**src/sv/rsd_pkg.sv**
```systemverilog
// Shared types and constants for the ring slider direction unit.
`timescale 1ns / 1ps
`default_nettype none

package rsd_pkg;

  // Width of one touch level and of the slide sums
  localparam int LEVEL_W = 16;

  typedef logic [LEVEL_W-1:0] level_t;

endpackage

`default_nettype wire

```
**src/sv/rsd_ram.sv**
```systemverilog
// Generic simple dual-port RAM with one write port and a registered read port.
`timescale 1ns / 1ps
`default_nettype none

module rsd_ram #(
  parameter int WIDTH = 16,
  parameter int DEPTH = 32,
  localparam int ADDR_W = $clog2(DEPTH)
) (
  input  logic              clk,
  input  logic              we,
  input  logic [ADDR_W-1:0] waddr,
  input  logic [WIDTH-1:0]  wdata,
  input  logic              re,
  input  logic [ADDR_W-1:0] raddr,
  output logic [WIDTH-1:0]  rdata
);

  logic [WIDTH-1:0] mem [DEPTH];

  // Write port
  always_ff @(posedge clk) begin
    if (we) begin
      mem[waddr] <= wdata;
    end
  end

  // Registered read port
  always_ff @(posedge clk) begin
    if (re) begin
      rdata <= mem[raddr];
    end
  end

endmodule

`default_nettype wire

```
**src/sv/rsd_front.sv**
```systemverilog
// Front end: accepts positions, writes them to the level store, queues frame jobs.
`timescale 1ns / 1ps
`default_nettype none

module rsd_front #(
  parameter int MAX_POSITIONS = 16,
  localparam int IDX_W = $clog2(MAX_POSITIONS),
  localparam int CNT_W = $clog2(MAX_POSITIONS + 1)
) (
  input  logic             clk,
  input  logic             rst,
  // Input queue side
  input  logic             push,
  output logic             full,
  input  logic             last_position,
  // Store write port
  output logic             mem_we,
  output logic [IDX_W:0]   mem_waddr,
  // Frame job queue toward the back end
  output logic             job_valid,
  output logic             job_bank,
  output logic [CNT_W-1:0] job_count,
  output logic             job_ovf,
  input  logic             job_pop
);

  import rsd_pkg::*;

  logic             bank;
  logic [CNT_W-1:0] pos_count;
  logic             ovf_seen;
  logic             room;
  logic             accept;
  logic             push_job;

  // Two-entry job queue, one entry per store bank
  logic             q_bank [2];
  logic [CNT_W-1:0] q_cnt  [2];
  logic             q_ovf  [2];
  logic             wr_ptr;
  logic             rd_ptr;
  logic [1:0]       q_used;

  assign room     = (pos_count < CNT_W'(MAX_POSITIONS));
  assign full     = (q_used == 2'd2);
  assign accept   = push && !full;
  assign push_job = accept && last_position;

  // Positions past capacity are dropped
  assign mem_we    = accept && room;
  assign mem_waddr = {bank, pos_count[IDX_W-1:0]};

  assign job_valid = (q_used != 2'd0);
  assign job_bank  = q_bank[rd_ptr];
  assign job_count = q_cnt[rd_ptr];
  assign job_ovf   = q_ovf[rd_ptr];

  // Frame bookkeeping and job queue
  always_ff @(posedge clk) begin
    if (rst) begin
      bank      <= 1'b0;
      pos_count <= '0;
      ovf_seen  <= 1'b0;
      wr_ptr    <= 1'b0;
      rd_ptr    <= 1'b0;
      q_used    <= 2'd0;
    end else begin
      if (accept) begin
        if (last_position) begin
          pos_count <= '0;
          ovf_seen  <= 1'b0;
          bank      <= ~bank;
        end else if (room) begin
          pos_count <= pos_count + 1'b1;
        end else begin
          ovf_seen <= 1'b1;
        end
      end

      if (push_job) begin
        q_bank[wr_ptr] <= bank;
        q_cnt[wr_ptr]  <= room ? pos_count + 1'b1 : pos_count;
        q_ovf[wr_ptr]  <= ovf_seen | !room;
        wr_ptr         <= ~wr_ptr;
      end

      if (job_pop) begin
        rd_ptr <= ~rd_ptr;
      end

      case ({push_job, job_pop})
        2'b10:   q_used <= q_used + 2'd1;
        2'b01:   q_used <= q_used - 2'd1;
        default: q_used <= q_used;
      endcase
    end
  end

endmodule

`default_nettype wire

```
**src/sv/rsd_back.sv**
```systemverilog
// Back end: sweeps one stored frame, accumulates slide sums, holds the result.
`timescale 1ns / 1ps
`default_nettype none

module rsd_back #(
  parameter int MAX_POSITIONS = 16,
  localparam int IDX_W = $clog2(MAX_POSITIONS),
  localparam int CNT_W = $clog2(MAX_POSITIONS + 1)
) (
  input  logic             clk,
  input  logic             rst,
  input  rsd_pkg::level_t  cancel,
  // Frame job from the front end
  input  logic             job_valid,
  input  logic             job_bank,
  input  logic [CNT_W-1:0] job_count,
  input  logic             job_ovf,
  output logic             job_pop,
  // Store read port
  output logic             rd_en,
  output logic [IDX_W:0]   rd_addr,
  input  rsd_pkg::level_t  rd_cur,
  input  rsd_pkg::level_t  rd_prv,
  // Result queue side
  output logic             empty,
  input  logic             pop,
  output rsd_pkg::level_t  slide_amount,
  output logic             right_slide,
  output logic             left_slide,
  output logic             frame_overflow
);

  import rsd_pkg::*;

  localparam int K_W = $clog2(MAX_POSITIONS + 2);

  typedef enum logic [1:0] {B_IDLE, B_SWEEP, B_DRAIN, B_FINISH} state_t;

  state_t         state;
  logic [K_W-1:0] k;
  logic [K_W-1:0] n_ext;
  logic [K_W-1:0] rd_idx;
  logic           sweep_end;

  // Read, window, term and accumulate stages
  logic       rd_v;
  logic       rd_last;
  logic [1:0] seen;
  logic       ev_v;
  logic       ev_last;
  logic       acc_v;
  logic       acc_last;
  level_t     win_cur [3];
  level_t     win_prv [3];
  level_t     add_l;
  level_t     add_r;
  level_t     left;
  level_t     right;

  // Output register
  logic   out_valid;
  level_t out_amount;
  logic   out_right;
  logic   out_left;
  logic   out_ovf;
  logic   out_free;

  // Combinational terms
  level_t p_c, p_p, c_c, c_p, x_c, x_p;
  level_t d_c_up, d_c_dn, d_p_up, d_p_dn, d_x_up, d_x_dn;
  logic   l1, r1, l2, r2;
  level_t add_l_next, add_r_next;
  level_t sum_l, sum_r, left_next, right_next;
  logic   r_gt, l_gt;
  level_t amount_next;

  assign n_ext     = K_W'(job_count);
  assign sweep_end = (k == n_ext + 1'b1);

  // Read order: last position, then 0 .. n-1, then position 0 again
  always_comb begin
    if (k == '0) begin
      rd_idx = n_ext - 1'b1;
    end else if (sweep_end) begin
      rd_idx = '0;
    end else begin
      rd_idx = k - 1'b1;
    end
  end

  assign rd_en   = (state == B_SWEEP);
  assign rd_addr = {job_bank, rd_idx[IDX_W-1:0]};

  // Change terms for the position in the middle of the window
  assign p_c = win_cur[2];
  assign p_p = win_prv[2];
  assign c_c = win_cur[1];
  assign c_p = win_prv[1];
  assign x_c = win_cur[0];
  assign x_p = win_prv[0];

  assign d_c_up = c_c - c_p;
  assign d_c_dn = c_p - c_c;
  assign d_p_up = p_c - p_p;
  assign d_p_dn = p_p - p_c;
  assign d_x_up = x_c - x_p;
  assign d_x_dn = x_p - x_c;

  assign l1 = (p_c > p_p) && (c_c < c_p);
  assign r1 = !l1 && (p_c < p_p) && (c_c > c_p);
  assign l2 = (x_c < x_p) && (c_c > c_p);
  assign r2 = !l2 && (x_c > x_p) && (c_c < c_p);

  assign add_l_next = (l1 ? d_c_dn + d_p_up : '0) + (l2 ? d_c_up + d_x_dn : '0);
  assign add_r_next = (r1 ? d_c_up + d_p_dn : '0) + (r2 ? d_c_dn + d_x_up : '0);

  // Accumulate with wrap, then cancel and floor at zero
  assign sum_l      = left + add_l;
  assign sum_r      = right + add_r;
  assign left_next  = (sum_l > cancel) ? sum_l - cancel : '0;
  assign right_next = (sum_r > cancel) ? sum_r - cancel : '0;

  // Direction and magnitude
  assign r_gt        = (right > left);
  assign l_gt        = (left > right);
  assign amount_next = r_gt ? right - left : (l_gt ? left - right : '0);

  assign out_free = !out_valid || pop;
  assign job_pop  = (state == B_FINISH) && out_free;

  assign empty          = !out_valid;
  assign slide_amount   = out_amount;
  assign right_slide    = out_right;
  assign left_slide     = out_left;
  assign frame_overflow = out_ovf;

  // Sweep sequencer, stage registers and result register
  always_ff @(posedge clk) begin
    if (rst) begin
      state     <= B_IDLE;
      k         <= '0;
      rd_v      <= 1'b0;
      rd_last   <= 1'b0;
      seen      <= 2'd0;
      ev_v      <= 1'b0;
      ev_last   <= 1'b0;
      acc_v     <= 1'b0;
      acc_last  <= 1'b0;
      out_valid <= 1'b0;
    end else begin
      rd_v    <= rd_en;
      rd_last <= rd_en && sweep_end;

      // Slide the three-position window on each read return
      ev_v    <= rd_v && (seen == 2'd2);
      ev_last <= rd_last;
      if (rd_v) begin
        win_cur[2] <= win_cur[1];
        win_prv[2] <= win_prv[1];
        win_cur[1] <= win_cur[0];
        win_prv[1] <= win_prv[0];
        win_cur[0] <= rd_cur;
        win_prv[0] <= rd_prv;
        if (seen != 2'd2) begin
          seen <= seen + 2'd1;
        end
      end

      acc_v    <= ev_v;
      acc_last <= ev_last;
      if (ev_v) begin
        add_l <= add_l_next;
        add_r <= add_r_next;
      end

      if (acc_v) begin
        left  <= left_next;
        right <= right_next;
      end

      // Result taken with no new one loading behind it
      if (pop && out_valid && !job_pop) begin
        out_valid <= 1'b0;
      end

      case (state)
        B_IDLE: begin
          if (job_valid) begin
            left  <= '0;
            right <= '0;
            seen  <= 2'd0;
            k     <= '0;
            state <= (job_count >= CNT_W'(2)) ? B_SWEEP : B_FINISH;
          end
        end
        B_SWEEP: begin
          k <= k + 1'b1;
          if (sweep_end) begin
            state <= B_DRAIN;
          end
        end
        B_DRAIN: begin
          if (acc_v && acc_last) begin
            state <= B_FINISH;
          end
        end
        B_FINISH: begin
          if (out_free) begin
            out_valid  <= 1'b1;
            out_amount <= amount_next;
            out_right  <= r_gt;
            out_left   <= l_gt;
            out_ovf    <= job_ovf;
            state      <= B_IDLE;
          end
        end
        default: begin
          state <= B_IDLE;
        end
      endcase
    end
  end

`ifndef SYNTH
  a_pop_has_job: assert property (@(posedge clk) disable iff (rst)
    job_pop |-> job_valid)
    else $error("job popped from empty queue");

  a_dir_excl: assert property (@(posedge clk) disable iff (rst)
    out_valid |-> !(out_right && out_left))
    else $error("both slide directions set");

  a_amount_zero: assert property (@(posedge clk) disable iff (rst)
    (out_valid && !out_right && !out_left) |-> (out_amount == '0))
    else $error("nonzero amount without direction");

  a_acc_in_sweep: assert property (@(posedge clk) disable iff (rst)
    acc_v |-> (state == B_SWEEP || state == B_DRAIN))
    else $error("accumulate outside a sweep");

  a_sweep_job: assert property (@(posedge clk) disable iff (rst)
    (state == B_SWEEP) |-> job_valid)
    else $error("sweep without a pending job");
`endif

endmodule

`default_nettype wire

```
**src/sv/ring_slider_direction_unit.sv**
```systemverilog
// Top level of the ring slider direction unit.
// A frame of n >= 2 positions is swept after its last position is taken;
// frames of fewer than two positions skip the sweep and give a zero result.
// One position per cycle goes into the store while the job queue is not full; the
// frame sweep reads n + 2 entries through each store's single read port.
// Two store banks let one frame load while the previous one is swept.
// Reset clears control state and cancel_value; the store is left unwritten.
`timescale 1ns / 1ps
`default_nettype none

module ring_slider_direction_unit #(
  parameter int MAX_POSITIONS = 16
) (
  input  logic            clk,
  input  logic            rst,
  // Input queue
  input  logic            push,
  output logic            full,
  input  rsd_pkg::level_t current_level,
  input  rsd_pkg::level_t previous_level,
  input  logic            last_position,
  // Result queue
  output logic            empty,
  input  logic            pop,
  output rsd_pkg::level_t slide_amount,
  output logic            right_slide,
  output logic            left_slide,
  output logic            frame_overflow,
  // Configuration
  input  logic            cancel_value_we,
  input  rsd_pkg::level_t cancel_value
);

  import rsd_pkg::*;

  localparam int IDX_W     = $clog2(MAX_POSITIONS);
  localparam int CNT_W     = $clog2(MAX_POSITIONS + 1);
  localparam int RAM_DEPTH = 2 * (2 ** IDX_W);

  level_t           cancel;
  logic             mem_we;
  logic [IDX_W:0]   mem_waddr;
  logic             rd_en;
  logic [IDX_W:0]   rd_addr;
  level_t           rd_cur;
  level_t           rd_prv;
  logic             job_valid;
  logic             job_bank;
  logic [CNT_W-1:0] job_count;
  logic             job_ovf;
  logic             job_pop;

  // Cancel register
  always_ff @(posedge clk) begin
    if (rst) begin
      cancel <= '0;
    end else if (cancel_value_we) begin
      cancel <= cancel_value;
    end
  end

  rsd_front #(
    .MAX_POSITIONS(MAX_POSITIONS)
  ) u_front (
    .clk          (clk),
    .rst          (rst),
    .push         (push),
    .full         (full),
    .last_position(last_position),
    .mem_we       (mem_we),
    .mem_waddr    (mem_waddr),
    .job_valid    (job_valid),
    .job_bank     (job_bank),
    .job_count    (job_count),
    .job_ovf      (job_ovf),
    .job_pop      (job_pop)
  );

  // Level stores, two banks each
  rsd_ram #(
    .WIDTH(LEVEL_W),
    .DEPTH(RAM_DEPTH)
  ) u_current_store (
    .clk  (clk),
    .we   (mem_we),
    .waddr(mem_waddr),
    .wdata(current_level),
    .re   (rd_en),
    .raddr(rd_addr),
    .rdata(rd_cur)
  );

  rsd_ram #(
    .WIDTH(LEVEL_W),
    .DEPTH(RAM_DEPTH)
  ) u_previous_store (
    .clk  (clk),
    .we   (mem_we),
    .waddr(mem_waddr),
    .wdata(previous_level),
    .re   (rd_en),
    .raddr(rd_addr),
    .rdata(rd_prv)
  );

  rsd_back #(
    .MAX_POSITIONS(MAX_POSITIONS)
  ) u_back (
    .clk           (clk),
    .rst           (rst),
    .cancel        (cancel),
    .job_valid     (job_valid),
    .job_bank      (job_bank),
    .job_count     (job_count),
    .job_ovf       (job_ovf),
    .job_pop       (job_pop),
    .rd_en         (rd_en),
    .rd_addr       (rd_addr),
    .rd_cur        (rd_cur),
    .rd_prv        (rd_prv),
    .empty         (empty),
    .pop           (pop),
    .slide_amount  (slide_amount),
    .right_slide   (right_slide),
    .left_slide    (left_slide),
    .frame_overflow(frame_overflow)
  );

endmodule

`default_nettype wire

```
**config.mk**
```make
export PLATFORM = sky130hd
export DESIGN_NAME = ring_slider_direction_unit
export DESIGN_NICKNAME = d
export VERILOG_FILES = /design/src/sv/rsd_pkg.sv /design/src/sv/rsd_ram.sv /design/src/sv/rsd_front.sv /design/src/sv/rsd_back.sv /design/src/sv/ring_slider_direction_unit.sv
export SDC_FILE = /design/constraint.sdc
export NUM_CORES = 2
export LEC_CHECK = 0
export BUFFER_PORTS_ARGS = -buffer_cell sky130_fd_sc_hd__buf_4
export CORE_ASPECT_RATIO = 0.6
export CORE_MARGIN = 2
export CORE_UTILIZATION = 50
export CTS_BUF_LIST = sky130_fd_sc_hd__clkbuf_16
export CTS_CLUSTER_SIZE = 16
export DETAILED_ROUTE_END_ITERATION = 6
export PLACE_DENSITY_LB_ADDON = 0.25
export SLEW_MARGIN = 10
export SYNTH_ARGS = -nofsm -noshare
export SYNTH_HDL_FRONTEND = slang
export SYNTH_SLANG_ARGS = --single-unit
```
**constraint.sdc**
```tcl
create_clock -name clk -period 9.7 [get_ports clk]
set_input_delay 0.97 -clock clk [delete_from_list [all_inputs] [get_ports clk]]
set_output_delay 0.97 -clock clk [all_outputs]
set_load 0.05 [all_outputs]
```
Yosys cells after proc, flatten, opt, wreduce, memory -nomap -nowiden
Memories as Yosys holds them, arrays and structs flattened. A register that Yosys moved wholly into a read port is not among the register bits.
Cells that the tools add are included.
{"block": "word_totals", "latchBits": 0, "out_inout_bits": 21, "memories": 7, "register_bits": 125, "romBits": 0, "ramBits": 1134, "elab_cells": 169}
{"name": "u_current_store.mem", "words": 32, "word_bits": 16, "rd": 1, "rd_clocked_by_memory_dff": 1, "wr": 1, "line": "rsd_ram.sv:19", "rtl": "logic [WIDTH-1:0] mem [DEPTH];"}
{"name": "u_previous_store.mem", "words": 32, "word_bits": 16, "rd": 1, "rd_clocked_by_memory_dff": 1, "wr": 1, "line": "rsd_ram.sv:19"}
{"name": "u_back.win_cur", "words": 3, "word_bits": 16, "rd": 3, "rd_clocked_by_memory_dff": 0, "wr": 3, "line": "rsd_back.sv:53", "rtl": "level_t win_cur [3];"}
{"name": "u_back.win_prv", "words": 3, "word_bits": 16, "rd": 3, "rd_clocked_by_memory_dff": 0, "wr": 3, "line": "rsd_back.sv:54", "rtl": "level_t win_prv [3];"}
{"name": "u_front.q_cnt", "words": 2, "word_bits": 5, "rd": 1, "rd_clocked_by_memory_dff": 1, "wr": 1, "line": "rsd_front.sv:38", "rtl": "logic [CNT_W-1:0] q_cnt [2];"}
{"name": "u_front.q_bank", "words": 2, "word_bits": 1, "rd": 1, "rd_clocked_by_memory_dff": 1, "wr": 1, "line": "rsd_front.sv:37", "rtl": "logic q_bank [2];"}
{"name": "+1 memories"}
{"block": "op_classes", "muxes": 48, "bitwise_logic": 5, "magnitude_cmp": 12, "addsub": 26, "shift": 0, "div": 0, "n_reduce_logical": 33, "n_mul": 0, "eq_ne": 14}
{"op": "$mux 16", "n": 14}
{"op": "$sub 16x16->16", "n": 10}
{"op": "$add 16x16->16", "n": 8}
{"op": "$gt 16x16->1", "n": 7}
{"op": "$lt 16x16->1", "n": 3}
{"op": "$mux 2", "n": 9}
{"op": "$mux 1", "n": 17}
{"op": "$add 5x1->5 const B", "n": 3}
{"op": "$logic_and 1x1->1", "n": 15}
{"op": "$mux 5", "n": 3}
{"op": "$eq 2x2->1 const B", "n": 5}
{"op": "$pmux 5 s2", "n": 1}
{"op": "$mux 4", "n": 2}
{"op": "$ne 2x2->1 const B", "n": 4}
{"op": "$pmux 2 s4", "n": 1}
{"op": "$reduce_and 2->1", "n": 4}
{"op": "$sub 4x1->4 const B", "n": 2}
{"op": "$logic_not 1->1", "n": 6}
{"op": "$reduce_bool 2->1", "n": 3}
{"op": "$eq 5x5->1", "n": 1}
{"op": "$ge 5x2->1 const B", "n": 1}
{"op": "$logic_not 5->1", "n": 1}
{"op": "$lt 5x5->1 const B", "n": 1}
{"op": "$add 2x1->2 const B", "n": 2}
{"op": "other kinds (10)", "n": 15}

Logic depth before layout (Yosys ltp)
{"block": "logic_depth", "word_depth": 8, "mapped_depth": 27, "depth_no_buf": 27}

Hierarchy
From an unflattened synthesis, not the netlist that was laid out.
{"block": "unflattened", "hier_cells": 4413, "area_unflattened_um2": 61940.7}
{"module": "rsd_ram (u_previous_store)", "seq_area_each_um2": 15855.2, "n_inst": 1, "cells_per_inst": 1143, "area_per_inst_um2": 20696.1}
{"module": "rsd_ram (u_current_store)", "seq_area_each_um2": 15855.2, "n_inst": 1, "cells_per_inst": 1143, "area_per_inst_um2": 20694.8}
{"module": "rsd_back", "seq_area_each_um2": 5695.5, "n_inst": 1, "cells_per_inst": 1977, "area_per_inst_um2": 18814.3}
{"module": "rsd_front", "seq_area_each_um2": 660.6, "n_inst": 1, "cells_per_inst": 98, "area_per_inst_um2": 1154.9}
{"module": "ring_slider_direction_unit", "seq_area_each_um2": 320.3, "n_inst": 1, "cells_per_inst": 52, "area_per_inst_um2": 580.6}

Worst setup path after synthesis
No wires, ideal clock.
{"block": "synth_timing", "kind": "input-to-reg", "startpoint": "input rst", "endpoint": "memory u_back.win_cur[0][0] (netlist bit), enable pin", "setup_time_ns": 0.563, "path_buffers": 1, "setup_slack_ns": 3.745, "t_arrival_ns": 5.393, "cell_stages": 2, "cell_sequence": "clkbuf_1 > nor2b_1"}
{"item": "start: declaration", "line": "ring_slider_direction_unit.sv:15", "rtl": "input logic rst,"}
{"item": "end: declaration", "line": "rsd_back.sv:53"}

==> impl_metrics.csv <==
group,metric,value,unit
routing,drt-initial-drc-count,5666,
sta,fin_crit_sh,0.727,
layout,drive_gt1_frac,0.0839,
routing,vias_per_cell,6.30,
clocking,cts_resized,0,
layout,final_common_cell,"edfxtp_1",
yosys,ys_seq_area_frac,0.623,
routing,drc,0,
routing,routed_wl,179,mm
layout,nets,5277,
die,die_w,457,µm
sta,relSlewSlack,0.260,
sta,tns,0,ns
layout,fin_util,0.555,
layout,nFillCells,9905,
clocking,clk_latency,0.73,ns
critical_path,start_kind,"register",
global_routing,antenna_found_initial,4,
worst_hold_path,hp-class,"reg -> reg",
yosys,synth_area_leaders,"edfxtp_1 61%, ha_1 5.5%, nand2_1 3.7%",
clocking,root_buffer,"clkbuf_16",
clocking,clock-sinks,1293,
clocking,cts_setup_buffers,0,
die,initial_core_util,0.506,
die,core,122000,µm²
clocking,clkSlewWorstSetupHoldPaths,0.07,ns
routing,antenna_left,0,
sta,slew_viol_final,0,
sta,worstMarginPinSlew,1.10,ns
placement,io_buffers,74,
yosys,synth-seq-cells,1293,
clocking,h-tree-depth,3,
yosys,synth_top_area_share,0.608,
routing,drt_pass1_iterations,6,
yosys,synthCells,4899,
critical_path,cp-end-kind,"register",
clocking,cts_buffer_depth,3,
critical_path,max_stage_delay,0.63,ns
sta,fin_hold_ws,0.421,ns
critical_path,worstPathMaxFanout,15,
power_and_ir_drop,ir_drop,0.249,mV
clocking,cts_inserted_buffers,113,
global_routing,gr-total-overflow,0,
clocking,cts_tree,"yes",
critical_path,crit_buf_inv,5,
placement,hpwl,104,mm
job,drv_cap,0,
critical_path,path_common_cell,"inv_1",
layout,most-common-layout-cells,"1,249 x edfxtp_1, 603 x nand2_1, 282 x inv_1, 271 x and3_1, 269 x a211oi_1",
placement,gp_congestion,0.980,
yosys,synth-main-ff-cell,"edfxtp_1",
routing,wl_per_cell,27.1,µm
yosys,yosysTopAreaCell,"edfxtp_1",
yosys,syn_area_per_cell,12.6,µm²
yosys,yosys_warnings,0,
layout,syn_to_final_growth,9.77,%
sta,finalHoldViolCount,0,
yosys,synth_edf_count,1249,
critical_path,crit_family,"compound AO/OA/AOI/OAI gates",
sta,max_freq,142,MHz
sta,setup_viol,0,
sta,layout_min_cycle_time,7.05,ns
yosys,synth_fp_nets,5292,
critical_path,crit_arrival,7.61,ns
yosys,synth-async-reset-ratio,0,
yosys,syn_area,61600,µm²
sta,grt_setup_unrepaired,"false",
critical_path,path_class,"reg -> reg",
power_and_ir_drop,leakage,24.7,nW
die,rows,99,
power_and_ir_drop,powerDensity,265,nW/µm²
global_routing,grt_pass1_wl,259,mm
critical_path,cp_slowest_cell,"or4b_2",
clocking,cts_hold_buf,0,
power_and_ir_drop,p_total,0.0179,W
global_routing,grt_pass1_vias,37600,
global_routing,grt_max_degree,189,
die,ios,75,
status,status,"completed",
sta,finClkSkew,0.0146,ns
die,die_area,126000,µm²
global_routing,grt_util_all_layers,0.280,
routing,num_vias,41600,
die,die_height,276,µm
critical_path,crit_required,10.26,ns
yosys,yosysUniqueCellTypes,76,
cells by family (layout without fill, tap and decap cells):
family | after synthesis | in the layout | share of synthesized area
buffers and inverters | 528 | 609 | 0.0349
flip-flops | 1293 | 1293 | 0.623
XOR/XNOR | 184 | 184 | 0.0268
multiplexers | 28 | 28 | 0.00499
AO/OA/AOI/OAI | 1163 | 1163 | 0.127
other | 0 | 2 | 0
adder cells (fa/ha/maj) | 339 | 339 | 0.0773
AND/OR/NAND/NOR | 1364 | 1364 | 0.106
cells in the mapped netlist (all sizes together), types with 70 or more instances:
cell type / n
o22ai: 130
xor2: 72
fa: 70
a21oi: 155
inv: 258
a211oi: 271
clkbuf: 178
o21ai: 75
xnor2: 110
and3: 271
edfxtp: 1249
nor2: 241
ha: 269
a31oi: 267
nand2: 611
a21o: 80
buf: 92
layout make-up:
type / instances / area [µm²] / share of cell area
clock buffers: 117 / 2930 / 0.0433
diodes: 2 / 5.00 / 0.0000740
multi-input cells: 3078 / 21500 / 0.317
well taps: 1616 / 2020 / 0.0299
inverters: 258 / 968 / 0.0143
clock inverters: 94 / 800 / 0.0118
repair buffers: 140 / 1100 / 0.0163
flip-flops and latches: 1293 / 38400 / 0.567
flip-flops by register name, indices dropped and copies added, names as in the netlist, 5 cells and up, named ones only:
name / flops
cancel: 16
u_front.pos_count: 5
u_current_store.mem: 512
u_back.add_r: 16
u_back.left: 16
u_back.win_prv: 48
u_front.q_cnt: 10
u_previous_store.rdata: 16
u_previous_store.mem: 512
u_back.win_cur: 48
u_back.k: 5
u_back.right: 16
u_back.slide_amount: 16
u_back.add_l: 16
u_current_store.rdata: 16
worst paths after layout:
path,from,to,slack (ns),depth (start not counted)
setup / recovery,u_back.win_cur[0][16],u_back.add_l[14],2.65,27
hold / removal,u_previous_store.rdata[9],u_back.win_prv[0][9],0.42,0
setup reg to reg,u_back.win_cur[0][16],u_back.add_l[14],2.65,27
hold reg to reg,u_previous_store.rdata[9],u_back.win_prv[0][9],0.42,0
layer usage:
layer  track usage  vias up  routed length (µm)  share of wire
li1              -    18400                   -              -
met1         0.454    20600               81800           0.46
met2         0.362     2362               68800           0.38
met3        0.0797      232               24600           0.14
met4        0.0650        6                3640          0.020
met5             0        -                  28        0.00016
stage by stage:
stage / std cells / setup slack, ns / area (µm²)
after floorplan: 4899 / 3.74 / 61600
after global placement: 6385 / 2.97 / 63900
after detailed placement: 6385 / 2.79 / 63900
after CTS: 6596 / 2.70 / 67700
after global routing: 6597 / 2.08 / 67700
final: 6598 / 2.65 / 67700
power breakdown:
part           switching, W  total [W]  leakage (nW)  internal (W)
clock network       0.00208    0.00459          1.92       0.00251
registers          0.000240    0.00669          11.7       0.00645
logic               0.00431    0.00666          11.2       0.00234
total               0.00663     0.0179          24.7        0.0113
worst reg2reg max path, delay by kind of cell (launching register included):
kind            cells  cell delay, ns
simple gates        4            1.43
buf+inv             5            0.49
fa+ha+maj           4            0.99
compound gates     14            3.55
flops               1            0.41
(Power assumes the default switching activity.)
